<file path="src/sv/sbs_pkg.sv">
// Shared types and constants for the stroke Bezier smoother.
`timescale 1ns / 1ps

package sbs_pkg;

   // Field widths
   localparam int COORD_W = 24;
   localparam int WIDTH_W = 16;
   localparam int SAMPLES_PER_RESULT = 3;

   // Point commands
   localparam logic [1:0] CMD_START = 2'd0;
   localparam logic [1:0] CMD_MOVE  = 2'd1;
   localparam logic [1:0] CMD_END   = 2'd2;

   // Register indexes
   typedef enum logic [1:0] {
      CSR_MIN_SEGMENTS    = 2'd0,
      CSR_MAX_SEGMENTS    = 2'd1,
      CSR_SEGMENT_SPACING = 2'd2,
      CSR_SKIP_DISTANCE   = 2'd3
   } csr_index_type;

   // Iterative unit lengths: 50-bit radicand, 25-bit distance, 25-bit sample quotient
   localparam int SQRT_STEPS = 25;
   localparam int NDIV_STEPS = 25;
   localparam int QUOT_BITS  = 25;
   localparam int STEP_W     = 5;

   typedef struct packed {
      logic [1:0]                command;
      logic signed [COORD_W-1:0] point_x;
      logic signed [COORD_W-1:0] point_y;
      logic [WIDTH_W-1:0]        point_width;
   } req_type;

   typedef struct packed {
      logic signed [COORD_W-1:0] first_x;
      logic signed [COORD_W-1:0] first_y;
      logic [WIDTH_W-1:0]        first_width;
      logic signed [COORD_W-1:0] second_x;
      logic signed [COORD_W-1:0] second_y;
      logic [WIDTH_W-1:0]        second_width;
      logic signed [COORD_W-1:0] third_x;
      logic signed [COORD_W-1:0] third_y;
      logic [WIDTH_W-1:0]        third_width;
      logic [1:0]                sample_count;
      logic                      last_of_run;
   } rsp_type;

   // Controller to datapath
   typedef struct packed {
      logic       load_item;
      logic       fill_start;
      logic       push_hist;
      logic       inc_hist;
      logic       skip_sq;
      logic       dist_sq;
      logic       sqrt_init;
      logic       sqrt_step;
      logic       ndiv_init;
      logic       ndiv_step;
      logic       clamp;
      logic       coef;
      logic       mac;
      logic [1:0] mac_sel;
      logic       prep;
      logic       div_step;
      logic       store;
   } dp_cmd_type;

   // Datapath to controller
   typedef struct packed {
      logic [1:0] command;
      logic [1:0] hist_count;
      logic       skip_hit;
      logic       slot_full;
      logic       last_sample;
      logic       rsp_last;
   } dp_status_type;

endpackage

</file>
<file path="src/sv/sbs_ctrl.sv">
// Sequencing state machine of the stroke Bezier smoother.
`timescale 1ns / 1ps

module sbs_ctrl (
   input  logic                   clock,
   input  logic                   reset,
   input  logic                   req_valid,
   output logic                   req_ready,
   output logic                   rsp_valid,
   input  logic                   rsp_ready,
   input  sbs_pkg::dp_status_type status,
   output sbs_pkg::dp_cmd_type    cmd
);

   typedef enum logic [4:0] {
      S_IDLE, S_DECIDE, S_SKIP_SQ, S_SKIP_CMP, S_DIST_SQ, S_SQRT_INIT, S_SQRT,
      S_NDIV_INIT, S_NDIV, S_CLAMP, S_COEF, S_MAC0, S_MAC1, S_MAC2, S_PREP,
      S_DIVS, S_STORE, S_EMIT
   } state_type;

   state_type                   state_ff, state_in;
   logic [sbs_pkg::STEP_W-1:0]  step_ff, step_in;
   logic                        rsp_valid_ff, rsp_valid_in;

   assign req_ready = (state_ff == S_IDLE);
   assign rsp_valid = rsp_valid_ff;

   // Next state and commands
   always_comb begin
      cmd          = '0;
      state_in     = state_ff;
      step_in      = step_ff;
      rsp_valid_in = rsp_valid_ff;
      unique case (state_ff)
         S_IDLE: begin
            if (req_valid) begin
               cmd.load_item = 1'b1;
               state_in      = S_DECIDE;
            end
         end
         S_DECIDE: begin
            priority if (status.command == sbs_pkg::CMD_START) begin
               cmd.fill_start = 1'b1;
               state_in       = S_DIST_SQ;
            end else if (status.command == sbs_pkg::CMD_MOVE &&
                         status.hist_count != 2'd0) begin
               state_in = S_SKIP_SQ;
            end else if (status.command == sbs_pkg::CMD_MOVE ||
                         status.command == sbs_pkg::CMD_END) begin
               if (status.hist_count < 2'd2) begin
                  cmd.push_hist = 1'b1;
                  cmd.inc_hist  = 1'b1;
                  state_in      = S_IDLE;
               end else begin
                  state_in = S_DIST_SQ;
               end
            end else begin
               state_in = S_IDLE;
            end
         end
         S_SKIP_SQ: begin
            cmd.skip_sq = 1'b1;
            state_in    = S_SKIP_CMP;
         end
         S_SKIP_CMP: begin
            priority if (status.skip_hit) begin
               state_in = S_IDLE;
            end else if (status.hist_count < 2'd2) begin
               cmd.push_hist = 1'b1;
               cmd.inc_hist  = 1'b1;
               state_in      = S_IDLE;
            end else begin
               state_in = S_DIST_SQ;
            end
         end
         S_DIST_SQ: begin
            cmd.dist_sq = 1'b1;
            state_in    = S_SQRT_INIT;
         end
         S_SQRT_INIT: begin
            cmd.sqrt_init = 1'b1;
            step_in       = '0;
            state_in      = S_SQRT;
         end
         S_SQRT: begin
            cmd.sqrt_step = 1'b1;
            step_in       = step_ff + 1'b1;
            if (step_ff == sbs_pkg::STEP_W'(sbs_pkg::SQRT_STEPS - 1)) begin
               state_in = S_NDIV_INIT;
            end
         end
         S_NDIV_INIT: begin
            cmd.ndiv_init = 1'b1;
            step_in       = '0;
            state_in      = S_NDIV;
         end
         S_NDIV: begin
            cmd.ndiv_step = 1'b1;
            step_in       = step_ff + 1'b1;
            if (step_ff == sbs_pkg::STEP_W'(sbs_pkg::NDIV_STEPS - 1)) begin
               state_in = S_CLAMP;
            end
         end
         S_CLAMP: begin
            cmd.clamp = 1'b1;
            state_in  = S_COEF;
         end
         S_COEF: begin
            cmd.coef = 1'b1;
            state_in = S_MAC0;
         end
         S_MAC0: begin
            cmd.mac     = 1'b1;
            cmd.mac_sel = 2'd0;
            state_in    = S_MAC1;
         end
         S_MAC1: begin
            cmd.mac     = 1'b1;
            cmd.mac_sel = 2'd1;
            state_in    = S_MAC2;
         end
         S_MAC2: begin
            cmd.mac     = 1'b1;
            cmd.mac_sel = 2'd2;
            state_in    = S_PREP;
         end
         S_PREP: begin
            cmd.prep = 1'b1;
            step_in  = '0;
            state_in = S_DIVS;
         end
         S_DIVS: begin
            cmd.div_step = 1'b1;
            step_in      = step_ff + 1'b1;
            if (step_ff == sbs_pkg::STEP_W'(sbs_pkg::QUOT_BITS - 1)) begin
               state_in = S_STORE;
            end
         end
         S_STORE: begin
            cmd.store = 1'b1;
            if (status.slot_full || status.last_sample) begin
               rsp_valid_in = 1'b1;
               state_in     = S_EMIT;
            end else begin
               state_in = S_COEF;
            end
         end
         S_EMIT: begin
            if (rsp_ready) begin
               rsp_valid_in = 1'b0;
               if (status.rsp_last) begin
                  cmd.push_hist = 1'b1;
                  state_in      = S_IDLE;
               end else begin
                  state_in = S_COEF;
               end
            end
         end
         default: state_in = S_IDLE;
      endcase
   end

   // Hold state and registered outputs
   always_ff @(posedge clock) begin
      if (reset) begin
         state_ff     <= S_IDLE;
         step_ff      <= '0;
         rsp_valid_ff <= 1'b0;
      end else begin
         state_ff     <= state_in;
         step_ff      <= step_in;
         rsp_valid_ff <= rsp_valid_in;
      end
   end

endmodule

</file>
<file path="config.mk">
export PLATFORM = sky130hd
export DESIGN_NAME = sbs_ctrl
export DESIGN_NICKNAME = d
export VERILOG_FILES = /design/src/sv/sbs_pkg.sv /design/src/sv/sbs_ctrl.sv
export SDC_FILE = /design/constraint.sdc
export NUM_CORES = 1
export LEC_CHECK = 0
export BUFFER_PORTS_ARGS = -buffer_cell sky130_fd_sc_hd__buf_2
export CORE_UTILIZATION = 49
export DETAILED_ROUTE_END_ITERATION = 10
export HOLD_SLACK_MARGIN = 0.03
export PLACE_DENSITY_LB_ADDON = 0.15
export SLEW_MARGIN = 20
export SYNTH_ARGS = -nofsm -noshare
export SYNTH_HDL_FRONTEND = slang
export SYNTH_SLANG_ARGS = --single-unit
export TNS_END_PERCENT = 10
</file>
<file path="constraint.sdc">
create_clock -name clock -period 2.42 [get_ports clock]
set_clock_uncertainty 0.1 [all_clocks]
set_input_delay 0 -clock clock [delete_from_list [all_inputs] [get_ports clock]]
set_output_delay 0 -clock clock [all_outputs]
set_load 0.01 [all_outputs]
</file>
==> impl_metrics.yaml <==
logic_synthesis:
  synth_area_leader_cell: "dfxtp_1"
  ys_top_cells_by_area: "dfxtp_1, nor2_1, ha_1"
  yosysUniqueCellTypes: 43
  async_reset_ff_share_pct: 0
  ys_seq_elements: 11
  ys_warn_count: 0
  synth.net_count: 151
  synth_cells: 135
  syn_area_per_cell_um2: 7.02
  synth_ff_type: "dfxtp_1"
  yosysSeqAreaShare_pct: 23.2
  syn_area_um2: 947
  synth_edf_count: 0
  synth_top_area_share_pct: 23.2
timing:
  fin_crit_ps: 2080
  max_freq_mhz: 481
  max_slew_margin_pct: 67.9
  setup_violations: 0
  maxSlewViolCount: 0
  rsz0062_at_grt: "no"
  finalHoldViolations: 0
  finalCritPeriodShare_pct: 85.9
  fin_tns_setup_ps: 0
  worst_slew_pin_slew_ps: 481
  setup_ws_ps: 341
route:
  route.met3.wl_um: 85
  route.met2.wl_um: 1180
  routed_wl_um: 2410
  routedWlPerCell_um: 12.4
  drt-pass1-iter-count: 4
  drtIter0Drc: 30
  via_count: 1057
  remaining_drc_errors: 0
  ant_nets: 0
  routed.top_layer: "met4"
  routed_via_density: 5.45
  wl_met1_um: 1120
setup_path:
  cp_slowest_cell: "dfxtp_1"
  r2r_setup_slack_ps: 340
  cp.arrival_ps: 2130
  critPathCaptureType: "register"
  crit_required_ps: 2470
  cp_cell_sequence: "nand2_2, or3_1, a21oi_2, a2111o_1, o22ai_1"
  max_stage_delay_ps: 530
  r2r_cells: 5
  worstSetupPathType: "reg -> reg"
  r2r_start: "state_ff[1]"
  start_kind: "register"
  path_max_fanout: 11
  reg2reg_to: "state_ff[0]"
place:
  routabilityCongestion: 0.857
  io_buffer_count: 31
  dp_hpwl_um: 1860
  placed_cells: 187
  place_area_mm2: 0.00111
  post-place-ws_ps: 386
hold_path:
  hold_class: "in -> reg"
  min_from: "status[1]"
  hold_depth: 4
  worstHoldEndpoint: "state_ff[0]"
floorplan:
  die-height_um: 46.0
  die_area_mm2: 0.00211
  start_util_pct: 53.7
  coreArea_mm2: 0.00176
  row_count: 15
  die_w_um: 46.0
  io_pins: 32
clock_network:
  clock-sinks: 11
  insertion_delay_ps: 270
  cts_root_buffer: "clkbuf_4"
  cts_max_level: 1
  cts_tree: "done"
  numCtsBuffers: 3
  post-cts-setup-buffers: 0
  cts.clk_slew.worst_paths_ps: 80
  clockBufferDepth: 2
final_layout:
  final_util_pct: 66.4
  stdcell_count: 194
  filler_cell_count: 183
  nets: 186
  area_growth_pct: 23.6
  antenna_cells: 0
  fin_area_mm2: 0.00117
  drive_above_1_share_pct: 27.2
grt:
  grt_pass1_wl_um: 3920
  grt_pass1_vias: 903
  grt_antenna_before_repair: 0
  grt_max_degree: 14
  grt_util_all_layers_pct: 25.2
  grt.overflow.total: 0
power_and_ir_drop:
  ir_worst_vdd_mv: 0.255
  power_density_mw_per_mm2: 379
  p_leak_uw: 0.000518
job:
  maxCapViolations: 0
outcome:
  status: "completed"
==> registers in the layout (all words and copies together) (netlist names) <==
register	count
rsp_valid	1
step_ff	5
state_ff	5
==> metrics by stage <==
stage / hold slack (ps) / total power, uW
after global placement: 196 / 310
after global routing: 83.6 / 469
after floorplan: -38.1 / 276
after detailed placement: 203 / 313
final: 26.8 / 444
after CTS: 31.2 / 439
==> power breakdown <==
part / leakage [uW] / total [uW] / internal [uW] / switching, uW
clock network: 0.0000150 / 130 / 63.8 / 66.0
registers: 0.0000889 / 191 / 185 / 5.28
logic: 0.000414 / 123 / 55.6 / 67.8
total: 0.000518 / 444 / 305 / 139
==> worst max-delay path: cells and delay by family (launching register included) <==
family / cells / cell delay [ps]
compound gates: 3 / 800
flops: 1 / 530
simple gates: 2 / 530
==> cells by family after synthesis <==
group,share of synthesized area (%)
xor+xnor,0.925
compound gates,18.5
buf+inv,8.72
fa+ha+maj,5.28
mux,3.57
flops,23.2
simple gates,39.8
==> per-layer routing <==
metal | up-vias | global-route usage (%)
met5 | - | 0
met4 | 0 | 9.41
met3 | 4 | 2.38
met2 | 30 | 41.4
met1 | 491 | 33.8
li1 | 532 | -
==> synth_stat cells (2+ instances only) <==
| master | count |
|---|---|
| mux2_2 | 2 |
| a31oi_1 | 5 |
| buf_4 | 2 |
| and3b_1 | 2 |
| o21ai_0 | 4 |
| ha_1 | 4 |
| nor3_1 | 6 |
| a21oi_1 | 4 |
| dfxtp_1 | 11 |
| inv_1 | 9 |
| buf_2 | 3 |
| nor3_2 | 2 |
| or3_1 | 2 |
| nand2b_1 | 5 |
| nand3_1 | 6 |
| nand2_1 | 11 |
| nor2_1 | 27 |
| nand3b_1 | 3 |
| o2bb2ai_1 | 3 |
==> placed cells by master (no fill, tap or decap), drive strengths merged, types with 3 or more instances in the layout <==
master / n
nand3: 6
ha: 4
nand3b: 3
a21oi: 5
mux2: 3
nand2: 12
buf: 35
nor3: 8
o21ai: 4
clkbuf: 4
nor2: 27
o2bb2ai: 3
inv: 9
nand2b: 5
dlygate4sd3: 3
dfxtp: 11
a31oi: 5
==> how the worst max path moves through the flow <==
stage	startpoint	cells after the start	slack, ps	end
5_1_grt	state_ff[1]	5	170	state_ff[0]
2_1_floorplan	state_ff[2]	6	660	state_ff[0]
4_1_cts	state_ff[1]	5	380	state_ff[0]
3_5_place_dp	state_ff[1]	5	390	state_ff[0]
6_report	state_ff[1]	5	340	state_ff[0]
3_3_place_gp	state_ff[1]	5	470	state_ff[0]
==> final cells by class <==
type	count	area (um^2)	share of cell area [%]
multi-input combinational	107	644	55.0
clock buffer	4	26.3	2.24
sequential	11	220	18.8
timing repair buffer	38	215	18.4
tap	25	31.3	2.67
inverter	9	33.8	2.88
==> repair_timing <==
item / 4_1_cts / 5_1_grt
hold endpoints to repair: 8 / 0
hold buffers: 3 / 0
resized for setup: 0 / 0
No activity file was read; power rests on OpenSTA's default activity.
